===== src/rtl/core/pae_ptw_pkg.sv =====
// ----------------------------------------------------------------------------
// PAE page table walker package
// Shared types, constants, codes and entry masks for the walker.
// ----------------------------------------------------------------------------
package pae_ptw_pkg;

    // Physical address width held by table entry frames.
    localparam int PHYS_ADDR_BITS = 48;

    // Field widths of the interface.
    localparam int ADDR_W  = 48;
    localparam int VADDR_W = 32;
    localparam int ENTRY_W = 64;

    // Entry masks; the address, frame and reserved-bit masks are derived from the physical address width.
    localparam logic [63:0] ADDR_MASK  = (64'd1 << PHYS_ADDR_BITS) - 64'd1;
    localparam logic [63:0] FRAME_MASK = ADDR_MASK & ~64'hfff;
    localparam logic [63:0] PDPT_RSVD  = 64'h1e6 | ~ADDR_MASK;
    localparam logic [63:0] LOWER_RSVD = ((64'd1 << 52) - 64'd1) & ~ADDR_MASK;
    localparam logic [63:0] PDPT_OFFS  = 64'hfe0;
    localparam logic [63:0] LOW_4K     = 64'h0000_0000_0000_0fff;
    localparam logic [63:0] LOW_2M     = 64'h0000_0000_001f_ffff;

    // Entry bit positions.
    localparam int BIT_PRESENT = 0;
    localparam int BIT_USER    = 2;
    localparam int BIT_PS      = 7;

    // Table levels.
    localparam logic [1:0] LVL_NONE = 2'd0;
    localparam logic [1:0] LVL_PT   = 2'd1;
    localparam logic [1:0] LVL_PD   = 2'd2;
    localparam logic [1:0] LVL_PDPT = 2'd3;

    // Configuration register indexes.
    localparam logic [1:0] CFG_TABLE_BASE  = 2'd0;
    localparam logic [1:0] CFG_USER_ONLY   = 2'd1;
    localparam logic [1:0] CFG_START_LEVEL = 2'd2;

    // Input transaction kinds.
    localparam logic REQ_TRANSLATE = 1'b0;
    localparam logic REQ_RESPONSE  = 1'b1;

    // Result kinds.
    localparam logic KIND_READ  = 1'b0;
    localparam logic KIND_FINAL = 1'b1;

    // Walk status codes.
    typedef enum logic [2:0] {
        ST_OK          = 3'd0,
        ST_NOT_PRESENT = 3'd1,
        ST_RESERVED    = 3'd2,
        ST_SUPERVISOR  = 3'd3,
        ST_READ_FAULT  = 3'd4
    } status_t;

    // Configuration seen by the walk logic.
    typedef struct packed {
        logic [ADDR_W-1:0] table_base;
        logic              user_only;
        logic [1:0]        start_level;
    } cfg_t;

    // One input transaction.
    typedef struct packed {
        logic               req_type;
        logic [VADDR_W-1:0] vaddr;
        logic [ENTRY_W-1:0] read_data;
        logic               read_fault;
    } item_t;

    // Walk state.
    typedef struct packed {
        logic               busy;
        logic [1:0]         cur_level;
        logic [VADDR_W-1:0] saved_vaddr;
    } walk_t;

    // One result transaction.
    typedef struct packed {
        logic               out_kind;
        logic [ADDR_W-1:0]  read_addr;
        logic [ADDR_W-1:0]  phys_addr;
        status_t            status;
        logic [ENTRY_W-1:0] raw_entry;
    } result_t;

endpackage


===== src/rtl/core/pae_page_table_walker.sv =====
// ----------------------------------------------------------------------------
// PAE page table walker
// Three-level x86 PAE table walk, one input transaction per cycle while the output is not stalled.
// ----------------------------------------------------------------------------
// Usage:
//   The input channel (in_valid / in_stall) carries both translate requests
//   and table read responses, marked by req_type. Each accepted transaction
//   gives at most one result on the output channel (out_valid / out_stall):
//   either a table read request (out_kind 0, read_addr) or a final result
//   (out_kind 1, phys_addr, status, raw_entry). Requests while a walk is in
//   progress and responses while idle give no result.
//   A transaction accepted at one clock edge is registered in the input
//   register and evaluated by the step logic, and its result is written to
//   the result register once that register is free or being emptied. One
//   transaction is accepted every cycle while the receiver does not stall;
//   the rate is set by the single evaluation stage between the input and result registers.
//   When the receiver stalls, the result register holds; once the input
//   register also holds a transaction, in_stall is raised until the result
//   is taken.
//   The configuration channel (cfg_valid / cfg_ready) is always ready and
//   should be written only while no transaction is in flight.
//   Reset clears all valid flags and walk state and restores table_base 0,
//   user_only 0 and start_level 3.
// ----------------------------------------------------------------------------
module pae_page_table_walker
(
    input  logic                            clk,
    input  logic                            rst_n,

    input  logic                            in_valid,
    output logic                            in_stall,
    input  logic                            req_type,
    input  logic [31:0]                     vaddr,
    input  logic [63:0]                     read_data,
    input  logic                            read_fault,

    output logic                            out_valid,
    input  logic                            out_stall,
    output logic                            out_kind,
    output logic [pae_ptw_pkg::ADDR_W-1:0]  read_addr,
    output logic [pae_ptw_pkg::ADDR_W-1:0]  phys_addr,
    output logic [2:0]                      status,
    output logic [63:0]                     raw_entry,

    input  logic                            cfg_valid,
    output logic                            cfg_ready,
    input  logic [1:0]                      cfg_index,
    input  logic [pae_ptw_pkg::ADDR_W-1:0]  cfg_data
);

    pae_ptw_pkg::cfg_t     cfg;
    pae_ptw_pkg::item_t    item_reg;
    pae_ptw_pkg::item_t    item_next;
    logic                  item_vld_reg;
    logic                  item_vld_next;
    pae_ptw_pkg::walk_t    walk_reg;
    pae_ptw_pkg::walk_t    walk_next;
    pae_ptw_pkg::walk_t    walk_step;
    pae_ptw_pkg::result_t  res_reg;
    pae_ptw_pkg::result_t  res_next;
    pae_ptw_pkg::result_t  res_step;
    logic                  res_vld_reg;
    logic                  res_vld_next;
    logic                  emit;
    logic                  advance;
    logic                  in_take;

    // Configuration registers.
    assign cfg_ready = 1'b1;

    pae_ptw_cfg u_cfg
    (
        .clk       (clk),
        .rst_n     (rst_n),
        .cfg_valid (cfg_valid),
        .cfg_index (cfg_index),
        .cfg_data  (cfg_data),
        .cfg       (cfg)
    );

    // Walk evaluation for the registered transaction.
    pae_ptw_step u_step
    (
        .item      (item_reg),
        .walk      (walk_reg),
        .cfg       (cfg),
        .emit      (emit),
        .result    (res_step),
        .walk_next (walk_step)
    );

    // The stage moves on when the result register is free or being emptied.
    assign advance  = !res_vld_reg || !out_stall;
    assign in_stall = item_vld_reg && !advance;
    assign in_take  = in_valid && !in_stall;

    // Input register.
    always_comb
    begin
        item_next.req_type   = req_type;
        item_next.vaddr      = vaddr;
        item_next.read_data  = read_data;
        item_next.read_fault = read_fault;
        if (in_take)
        begin
            item_vld_next = 1'b1;
        end
        else if (advance)
        begin
            item_vld_next = 1'b0;
        end
        else
        begin
            item_vld_next = item_vld_reg;
        end
    end

    // Walk state and result register.
    always_comb
    begin
        walk_next    = walk_reg;
        res_next     = res_reg;
        res_vld_next = res_vld_reg;
        if (advance)
        begin
            res_vld_next = item_vld_reg && emit;
            if (item_vld_reg)
            begin
                walk_next = walk_step;
                res_next  = res_step;
            end
        end
    end

    always_ff @(posedge clk or negedge rst_n)
    begin
        if (!rst_n)
        begin
            item_vld_reg <= 1'b0;
            res_vld_reg  <= 1'b0;
            walk_reg     <= '0;
        end
        else
        begin
            item_vld_reg <= item_vld_next;
            res_vld_reg  <= res_vld_next;
            walk_reg     <= walk_next;
        end
    end

    // Payload registers.
    always_ff @(posedge clk)
    begin
        if (in_take)
        begin
            item_reg <= item_next;
        end
        res_reg <= res_next;
    end

    // Result ports.
    assign out_valid = res_vld_reg;
    assign out_kind  = res_reg.out_kind;
    assign read_addr = res_reg.read_addr;
    assign phys_addr = res_reg.phys_addr;
    assign status    = res_reg.status;
    assign raw_entry = res_reg.raw_entry;

endmodule


===== src/rtl/core/pae_ptw_cfg.sv =====
// ----------------------------------------------------------------------------
// PAE page table walker configuration registers
// Holds table base, user-only flag and start level, written by index.
// ----------------------------------------------------------------------------
module pae_ptw_cfg
(
    input  logic                            clk,
    input  logic                            rst_n,
    input  logic                            cfg_valid,
    input  logic [1:0]                      cfg_index,
    input  logic [pae_ptw_pkg::ADDR_W-1:0]  cfg_data,
    output pae_ptw_pkg::cfg_t               cfg
);

    pae_ptw_pkg::cfg_t cfg_reg;
    pae_ptw_pkg::cfg_t cfg_next;

    // Decode a write; an index beyond the list changes nothing.
    always_comb
    begin
        cfg_next = cfg_reg;
        if (cfg_valid)
        begin
            case (cfg_index)
                pae_ptw_pkg::CFG_TABLE_BASE:  cfg_next.table_base  = cfg_data;
                pae_ptw_pkg::CFG_USER_ONLY:   cfg_next.user_only   = cfg_data[0];
                pae_ptw_pkg::CFG_START_LEVEL: cfg_next.start_level = cfg_data[1:0];
                default:                      cfg_next = cfg_reg;
            endcase
        end
    end

    always_ff @(posedge clk or negedge rst_n)
    begin
        if (!rst_n)
        begin
            cfg_reg.table_base  <= '0;
            cfg_reg.user_only   <= 1'b0;
            cfg_reg.start_level <= pae_ptw_pkg::LVL_PDPT;
        end
        else
        begin
            cfg_reg <= cfg_next;
        end
    end

    assign cfg = cfg_reg;

endmodule


===== src/rtl/core/pae_ptw_step.sv =====
// ----------------------------------------------------------------------------
// PAE page table walker step logic
// Works out the result and the next walk state for one input transaction.
// ----------------------------------------------------------------------------
module pae_ptw_step
(
    input  pae_ptw_pkg::item_t    item,
    input  pae_ptw_pkg::walk_t    walk,
    input  pae_ptw_pkg::cfg_t     cfg,
    output logic                  emit,
    output pae_ptw_pkg::result_t  result,
    output pae_ptw_pkg::walk_t    walk_next
);

    logic [1:0]  req_level;
    logic [1:0]  rsp_level;
    logic [63:0] base_sel;
    logic [1:0]  addr_level;
    logic [8:0]  idx;
    logic [63:0] entry_sum;
    logic [63:0] pte;
    logic [63:0] low_mask;
    logic [63:0] va_ext;
    logic [63:0] pa_full;

    assign pte    = item.read_data;
    assign va_ext = {32'd0, walk.saved_vaddr};

    // Level of the top table for a new request; zero means the PAE default.
    assign req_level = (cfg.start_level == pae_ptw_pkg::LVL_NONE) ?
                       pae_ptw_pkg::LVL_PDPT : cfg.start_level;

    // Level of the entry that has just come back.
    assign rsp_level = (walk.cur_level == pae_ptw_pkg::LVL_NONE) ?
                       pae_ptw_pkg::LVL_PT : walk.cur_level;

    // Base and level for the next entry address.
    always_comb
    begin
        if (item.req_type == pae_ptw_pkg::REQ_TRANSLATE)
        begin
            base_sel   = {16'd0, cfg.table_base};
            addr_level = req_level;
        end
        else
        begin
            base_sel   = pte;
            addr_level = (rsp_level == pae_ptw_pkg::LVL_PDPT) ?
                         pae_ptw_pkg::LVL_PD : pae_ptw_pkg::LVL_PT;
        end
    end

    // Table index taken from the virtual address for that level.
    always_comb
    begin
        logic [31:0] va_sel;
        va_sel = (item.req_type == pae_ptw_pkg::REQ_TRANSLATE) ?
                 item.vaddr : walk.saved_vaddr;
        case (addr_level)
            pae_ptw_pkg::LVL_PDPT: idx = {7'd0, va_sel[31:30]};
            pae_ptw_pkg::LVL_PD:   idx = va_sel[29:21];
            pae_ptw_pkg::LVL_PT:   idx = va_sel[20:12];
            default:               idx = va_sel[8:0];
        endcase
    end

    // Entry address: frame, PDPT offset at the top level, then the index.
    always_comb
    begin
        entry_sum = (base_sel & pae_ptw_pkg::FRAME_MASK) + {52'd0, idx, 3'd0};
        if (addr_level == pae_ptw_pkg::LVL_PDPT)
        begin
            entry_sum = entry_sum + (base_sel & pae_ptw_pkg::PDPT_OFFS);
        end
    end

    // Final address for a 4 KB or 2 MB page.
    assign low_mask = (rsp_level == pae_ptw_pkg::LVL_PT) ?
                      pae_ptw_pkg::LOW_4K : pae_ptw_pkg::LOW_2M;
    assign pa_full  = (pte & pae_ptw_pkg::FRAME_MASK & ~low_mask) | (va_ext & low_mask);

    // Decision for this transaction, checks in walk order.
    always_comb
    begin
        emit             = 1'b0;
        walk_next        = walk;
        result.out_kind  = pae_ptw_pkg::KIND_FINAL;
        result.read_addr = '0;
        result.phys_addr = '0;
        result.status    = pae_ptw_pkg::ST_OK;
        result.raw_entry = '0;

        if (item.req_type == pae_ptw_pkg::REQ_TRANSLATE)
        begin
            // A request is taken only when no walk is in progress.
            if (!walk.busy)
            begin
                emit                  = 1'b1;
                walk_next.busy        = 1'b1;
                walk_next.cur_level   = req_level;
                walk_next.saved_vaddr = item.vaddr;
                result.out_kind       = pae_ptw_pkg::KIND_READ;
                result.read_addr      = entry_sum[pae_ptw_pkg::ADDR_W-1:0];
            end
        end
        else if (walk.busy)
        begin
            emit           = 1'b1;
            walk_next.busy = 1'b0;
            if (item.read_fault)
            begin
                result.status = pae_ptw_pkg::ST_READ_FAULT;
            end
            else if (!pte[pae_ptw_pkg::BIT_PRESENT])
            begin
                result.status = pae_ptw_pkg::ST_NOT_PRESENT;
                if (rsp_level == pae_ptw_pkg::LVL_PT)
                begin
                    result.raw_entry = pte;
                end
            end
            else if (rsp_level == pae_ptw_pkg::LVL_PDPT)
            begin
                // The PDPT has its own reserved bits and no user check.
                if ((pte & pae_ptw_pkg::PDPT_RSVD) != 64'd0)
                begin
                    result.status = pae_ptw_pkg::ST_RESERVED;
                end
                else
                begin
                    walk_next.busy      = 1'b1;
                    walk_next.cur_level = pae_ptw_pkg::LVL_PD;
                    result.out_kind     = pae_ptw_pkg::KIND_READ;
                    result.read_addr    = entry_sum[pae_ptw_pkg::ADDR_W-1:0];
                end
            end
            else if (cfg.user_only && !pte[pae_ptw_pkg::BIT_USER])
            begin
                result.status = pae_ptw_pkg::ST_SUPERVISOR;
            end
            else if ((pte & pae_ptw_pkg::LOWER_RSVD) != 64'd0)
            begin
                result.status = pae_ptw_pkg::ST_RESERVED;
            end
            else if (rsp_level == pae_ptw_pkg::LVL_PT || pte[pae_ptw_pkg::BIT_PS])
            begin
                result.phys_addr = pa_full[pae_ptw_pkg::ADDR_W-1:0];
            end
            else
            begin
                walk_next.busy      = 1'b1;
                walk_next.cur_level = pae_ptw_pkg::LVL_PT;
                result.out_kind     = pae_ptw_pkg::KIND_READ;
                result.read_addr    = entry_sum[pae_ptw_pkg::ADDR_W-1:0];
            end
        end
    end

endmodule

===== config.mk =====
export PLATFORM = sky130hd
export DESIGN_NAME = pae_page_table_walker
export DESIGN_NICKNAME = d
export VERILOG_FILES = /design/src/rtl/core/pae_ptw_pkg.sv /design/src/rtl/core/pae_page_table_walker.sv /design/src/rtl/core/pae_ptw_cfg.sv /design/src/rtl/core/pae_ptw_step.sv
export SDC_FILE = /design/constraint.sdc
export NUM_CORES = 1
export LEC_CHECK = 0
export ABC_AREA = 1
export BUFFER_PORTS_ARGS = -buffer_cell sky130_fd_sc_hd__buf_4
export CAP_MARGIN = 25
export CORE_MARGIN = 1
export CORE_UTILIZATION = 59
export DETAILED_ROUTE_END_ITERATION = 8
export PLACE_DENSITY = 0.9
export SYNTH_ARGS = -nofsm -noshare
export SYNTH_HDL_FRONTEND = slang
export SYNTH_SLANG_ARGS = --single-unit

===== constraint.sdc =====
create_clock -name clk -period 28.8 [get_ports clk]
set_clock_uncertainty 0.2 [all_clocks]
set_input_delay 4.32 -clock clk [delete_from_list [all_inputs] [get_ports clk]]
set_output_delay 4.32 -clock clk [all_outputs]
set_load 0.02 [all_outputs]

After elaboration in Yosys (flattened, before gate mapping):

Index checks and enable logic that the tools add are counted.

* reductions and logical operators: 29
* add/subtract/negate cells: 2
* bitwise logic cells: 9
* equal/unequal tests: 15
* muxes and demuxes: 45

Operators by type and width (number)
* $mux W97: 4
* $mux W49: 5
* $mux W48: 4
* $mux W64: 3
* $mux W164: 1
* $reduce_bool A64 Y1: 2
* $add A48 B12 Y48: 2
* $and A32 B48 Y48: 1
* $and A48 B48 Y48: 1
* $not A48 Y48: 1
* $or A48 B48 Y48: 1
* $mux W3: 13
* $mux W34: 1
* $mux W32: 1
* $pmux W9 S3: 1
* $mux W21: 1
* $mux W2: 6
* $reduce_and A10 Y1: 1
* $reduce_and A2 Y1: 5
* $ne A3 B2 Y1 const B: 3
* $eq A2 B2 Y1 const B: 4
* $reduce_or A4 Y1: 2
* $reduce_or A8 Y1: 1
* $eq A2 B1 Y1 const B: 3
* 13 further kinds: 33

* word-level logic and storage cells: 120
* input bits: 153
* register bits after elaboration: 350
* output and inout port bits: 167

Logic depth before layout (Yosys ltp):

* depth after elaboration: 18
* depth in mapped cells: 22
* depth with buffers taken out: 19

Modules after synthesis:

Synthesis repeated with hierarchy kept, for this count alone.

* cell total of the unflattened synthesis: 1681
* area, all modules: 16060.4 um2

Modules (own cells, without submodules)
* pae_page_table_walker: area each 9375.2 um2, times used 1, cells an instance 428, sequential area each 8793.4 um2
* pae_ptw_step: area each 4629.4 um2, times used 1, cells an instance 1027, sequential area each 0.0 um2
* pae_ptw_cfg: area each 2055.7 um2, times used 1, cells an instance 226, sequential area each 1278.7 um2

Least setup slack after synthesis:

Ideal clock, no wire load.

* kind: input port to flip-flop
* start point: in out_stall
* end point: reg walk_reg[12] (netlist name)
* path slack: 15.229 ns
* cell stages on the path: 5
* buffers on the path: 0
* arrival: 13.238 ns
* library setup time: 0.133 ns
* required time: 28.467 ns
* path through: nand2_1 inv_1 nor2_1 nand2_1 mux2_2

* word-level cells in the longest chain between the ends: 3

Ends and longest elaborated chain
* start: declaration: line pae_page_table_walker.sv:38 `input logic out_stall,`
* $logic_not A1 Y1: line pae_page_table_walker.sv:93 `assign advance = !res_vld_reg || !out_stall;`
* $logic_or A1 B1 Y1: line pae_page_table_walker.sv:93
* $reduce_and A4 Y1 (no source line)
* end signal: assignment: line pae_page_table_walker.sv:147 `walk_reg <= walk_next;`
* end: declaration: line pae_page_table_walker.sv:56 `pae_ptw_pkg::walk_t walk_reg;`

Every way passes these cells.
A chain may end at the register's enable or synchronous reset.

Worst setup path in the final report:

* start point: in out_stall
* end point: out in_stall

* word-level cells in the longest chain between the ends: 4

Ends and longest elaborated chain
* $logic_not A1 Y1: line pae_page_table_walker.sv:93
* $logic_or A1 B1 Y1: line pae_page_table_walker.sv:93
* $logic_not A1 Y1: line pae_page_table_walker.sv:94 `assign in_stall = item_vld_reg && !advance;`
* $logic_and A1 B1 Y1: line pae_page_table_walker.sv:94
* end: declaration: line pae_page_table_walker.sv:31 `output logic in_stall,`

Every way passes these cells.

==> results.toml <==
[outcome]
status = "completed"

[die]
start_util_pct = 60.6
core_area_um2 = 24500
ios = 320
fp-row-count = 57
die_h_um = 161
dieArea_um2 = 25900
die_width_um = 161

[pwr]
power_frac_seq_pct = 46.1
p_int_mw = 1.03
p_switching_mw = 0.490
power.share.switching_pct = 32.1
combPwrFrac_pct = 26.1
power.density_nw_per_um2 = 82.4
vdd_drop_max_mv = 0.0769
pwr-share-clk_pct = 27.8
p_leak_nw = 8.32

[cells_and_area]
area_delta_synth_final_pct = 24.3
largest_register_ffs = 98
fin_cells = 2067
nets = 1881
drive_gt1_share_pct = 27.9
antennaDiodeCount = 0

[min_path]
hold_path_depth = 2
hp-class = "register to register"
whs_endpoint = "walk_reg[23]$_DFFE_PN0P_"
hold_start = "walk_reg[23]$_DFFE_PN0P_"

[logic_synthesis]
netlist.area_leader.share_pct = 52.1
synth-seq-cells = 339
syn_inst = 1404
ys_types = 43
mappedNetlistArea_um2 = 14900
synthAdderAreaFrac_pct = 1.06
synth_edf_count = 258
synth_top_family_by_area = "simple AND/OR/NAND/NOR gates"
synth_ff_type = "edfxtp_1"
synth-compound-area-share_pct = 4.53
synth_top_area_cell = "edfxtp_1"
yosysMostFrequentCell = "nand2_1"
synth-simple-area-share_pct = 18.8
netlist_top_cells_area = "edfxtp_1, dfrtp_1, nand2_1"
yosys-top-cells-count = "nand2_1, nor2_1, edfxtp_1"
synth_xor_area_share_pct = 0.236
yosysWarnings = 0
muxShareOfSynthArea_pct = 3.32
ys_seq_area_share_pct = 65.7
avgSynthCellArea_um2 = 10.6
async_flop_share_pct = 23.9

[setup_path]
reg2reg_from = "walk_reg[33]$_DFFE_PN0P_"
critPathLaunch = "out_stall"
timing.rr.end = "read_addr[43]$_DFFE_PP_"
worstPathArrival_ps = 4790
ff2ff_path_depth = 17
critPathCaptureType = "primary output"
cp_data_required_time_ps = 24280
rrSetupSlack_ps = 24690
cp-start-kind = "primary input"
critical_path_class = "primary input to primary output"
critPathMaxFanout = 3

[timing]
post-route-period-util_pct = 32.3
period_needed_ps = 9310
slew_violations = 0
worst_slew_pin_slew_ps = 991
hold_ws_ps = 284
slew_headroom_pct = 34.0
rsz0062_at_grt = "false"
finalSetupTns_ps = 0
final-hold-violation-count = 0
setup-violations-final = 0
fmax_mhz = 107

[run]
cap_viol_max_count = 0

[grt]
grt_pass1_wl_um = 59500
grt_overflow = 0
grt_pass1_vias = 11248
grt_max_degree = 76
antenna_found_initial = 0
grt_use_total_pct = 30.2

[clock_tree]
cts_resized = 0
clk-insertion-delay-late_ps = 510
numCtsBuffers = 35
htreeDepth = 2
cts_root_buf = "clkbuf_16"
hold_buffers = 0
clock_sinks = 339
postCtsSetupBuffers = 0
clockBufferDepth = 3
cts_tree = "done"
cts.clk_slew.worst_paths_ps = 50

[place]
placed_cells = 2003
gp_congestion = 0.926
place_hpwl_um = 27100
port-buffer-count = 311

[routing]
wl_um = 38800
vias = 11278
drtAntennaViolNets = 0
first_pass_iters = 5
drt_iter0_drc = 1245
vias_per_cell = 5.46
remaining_drc_errors = 0
wire_per_inst_um = 18.8
per-stage QoR:
stage / cell area [um2] / util [%] / setup slack, ps / power, mW
after floorplan: 14900 / - / 15230 / 0.951
after global placement: 17400 / 70.9 / 19540 / 1.08
after detailed placement: 17400 / 71.0 / 19480 / 1.10
after CTS: 18500 / 75.4 / 19480 / 1.53
after global routing: 18500 / 75.4 / 19430 / 1.59
final: 18500 / 75.4 / 19490 / 1.52
critical path: stages:
cell     delay [ps]
buf_4            80
nand2_1          70
nor2_1          150
buf_4           170
routing by layer:
metal | vias up | part of all wire (%) | track usage (%)
met5 | - | 0 | 0
li1 | 5208 | - | -
met2 | 603 | 51 | 53.4
met1 | 5380 | 37 | 37.0
met3 | 87 | 7.9 | 5.50
met4 | 0 | 3.4 | 11.0
final cells by class:
| class | count | area, um2 |
|---|---|---|
| inverters | 163 | 622 |
| repair buffers | 321 | 2420 |
| multi-input cells | 856 | 4190 |
| clock inverters | 12 | 76.3 |
| clock buffers | 52 | 1000 |
| well taps | 324 | 405 |
| flip-flops and latches | 339 | 9780 |
| fillers | 1586 | 6040 |
power by group through the flow:
stage / logic (mW) / clock network (mW) / registers, mW
2_1_floorplan: 0.174 / 0 / 0.777
3_3_place_gp: 0.379 / 0 / 0.703
3_5_place_dp: 0.394 / 0 / 0.708
4_1_cts: 0.397 / 0.427 / 0.702
5_1_grt: 0.429 / 0.447 / 0.711
6_report: 0.398 / 0.423 / 0.702
cells by family after synthesis:
kind of cell               after synthesis
adders and majority gates               12
muxes                                   44
and+or+nand+nor                        668
xor gates and xnor gates                 4
other                                    2
buffers and inverters                  212
DFF                                    339
AOI/OAI and AO/OA                      123
placed cells by master (no fill, tap or decap), types with 3 or more instances in the layout:
| cell | Yosys | layout |
|---|---|---|
| o21ai_1 | 3 | 3 |
| nor2_4 | 5 | 6 |
| clkbuf_16 | 0 | 36 |
| nand4_1 | 16 | 16 |
| clkbuf_1 | 21 | 12 |
| dfrtp_1 | 79 | 79 |
| nand3_1 | 34 | 34 |
| nor2_1 | 263 | 262 |
| nor2_2 | 14 | 14 |
| clkbuf_8 | 0 | 4 |
| inv_2 | 6 | 6 |
| nor3_1 | 14 | 14 |
| xnor2_1 | 4 | 4 |
| clkinv_2 | 0 | 8 |
| nand2_1 | 284 | 281 |
| mux2_2 | 43 | 43 |
| nand2_2 | 28 | 31 |
| buf_4 | 9 | 320 |
| ha_1 | 11 | 11 |
| inv_1 | 156 | 155 |
| o21bai_1 | 3 | 3 |
| o21ai_2 | 5 | 5 |
| conb_1 | 2 | 5 |
| edfxtp_1 | 258 | 258 |
| a22o_1 | 5 | 5 |
| o21ai_0 | 55 | 55 |
| a21oi_1 | 47 | 47 |
worst max path at each step:
stage,endpoint
after floorplan,walk_reg[12]$_DFFE_PN0P_
after global placement,in_stall
after detailed placement,in_stall
final,in_stall
after CTS,in_stall
after global routing,in_stall
(Power assumes the default switching activity.)
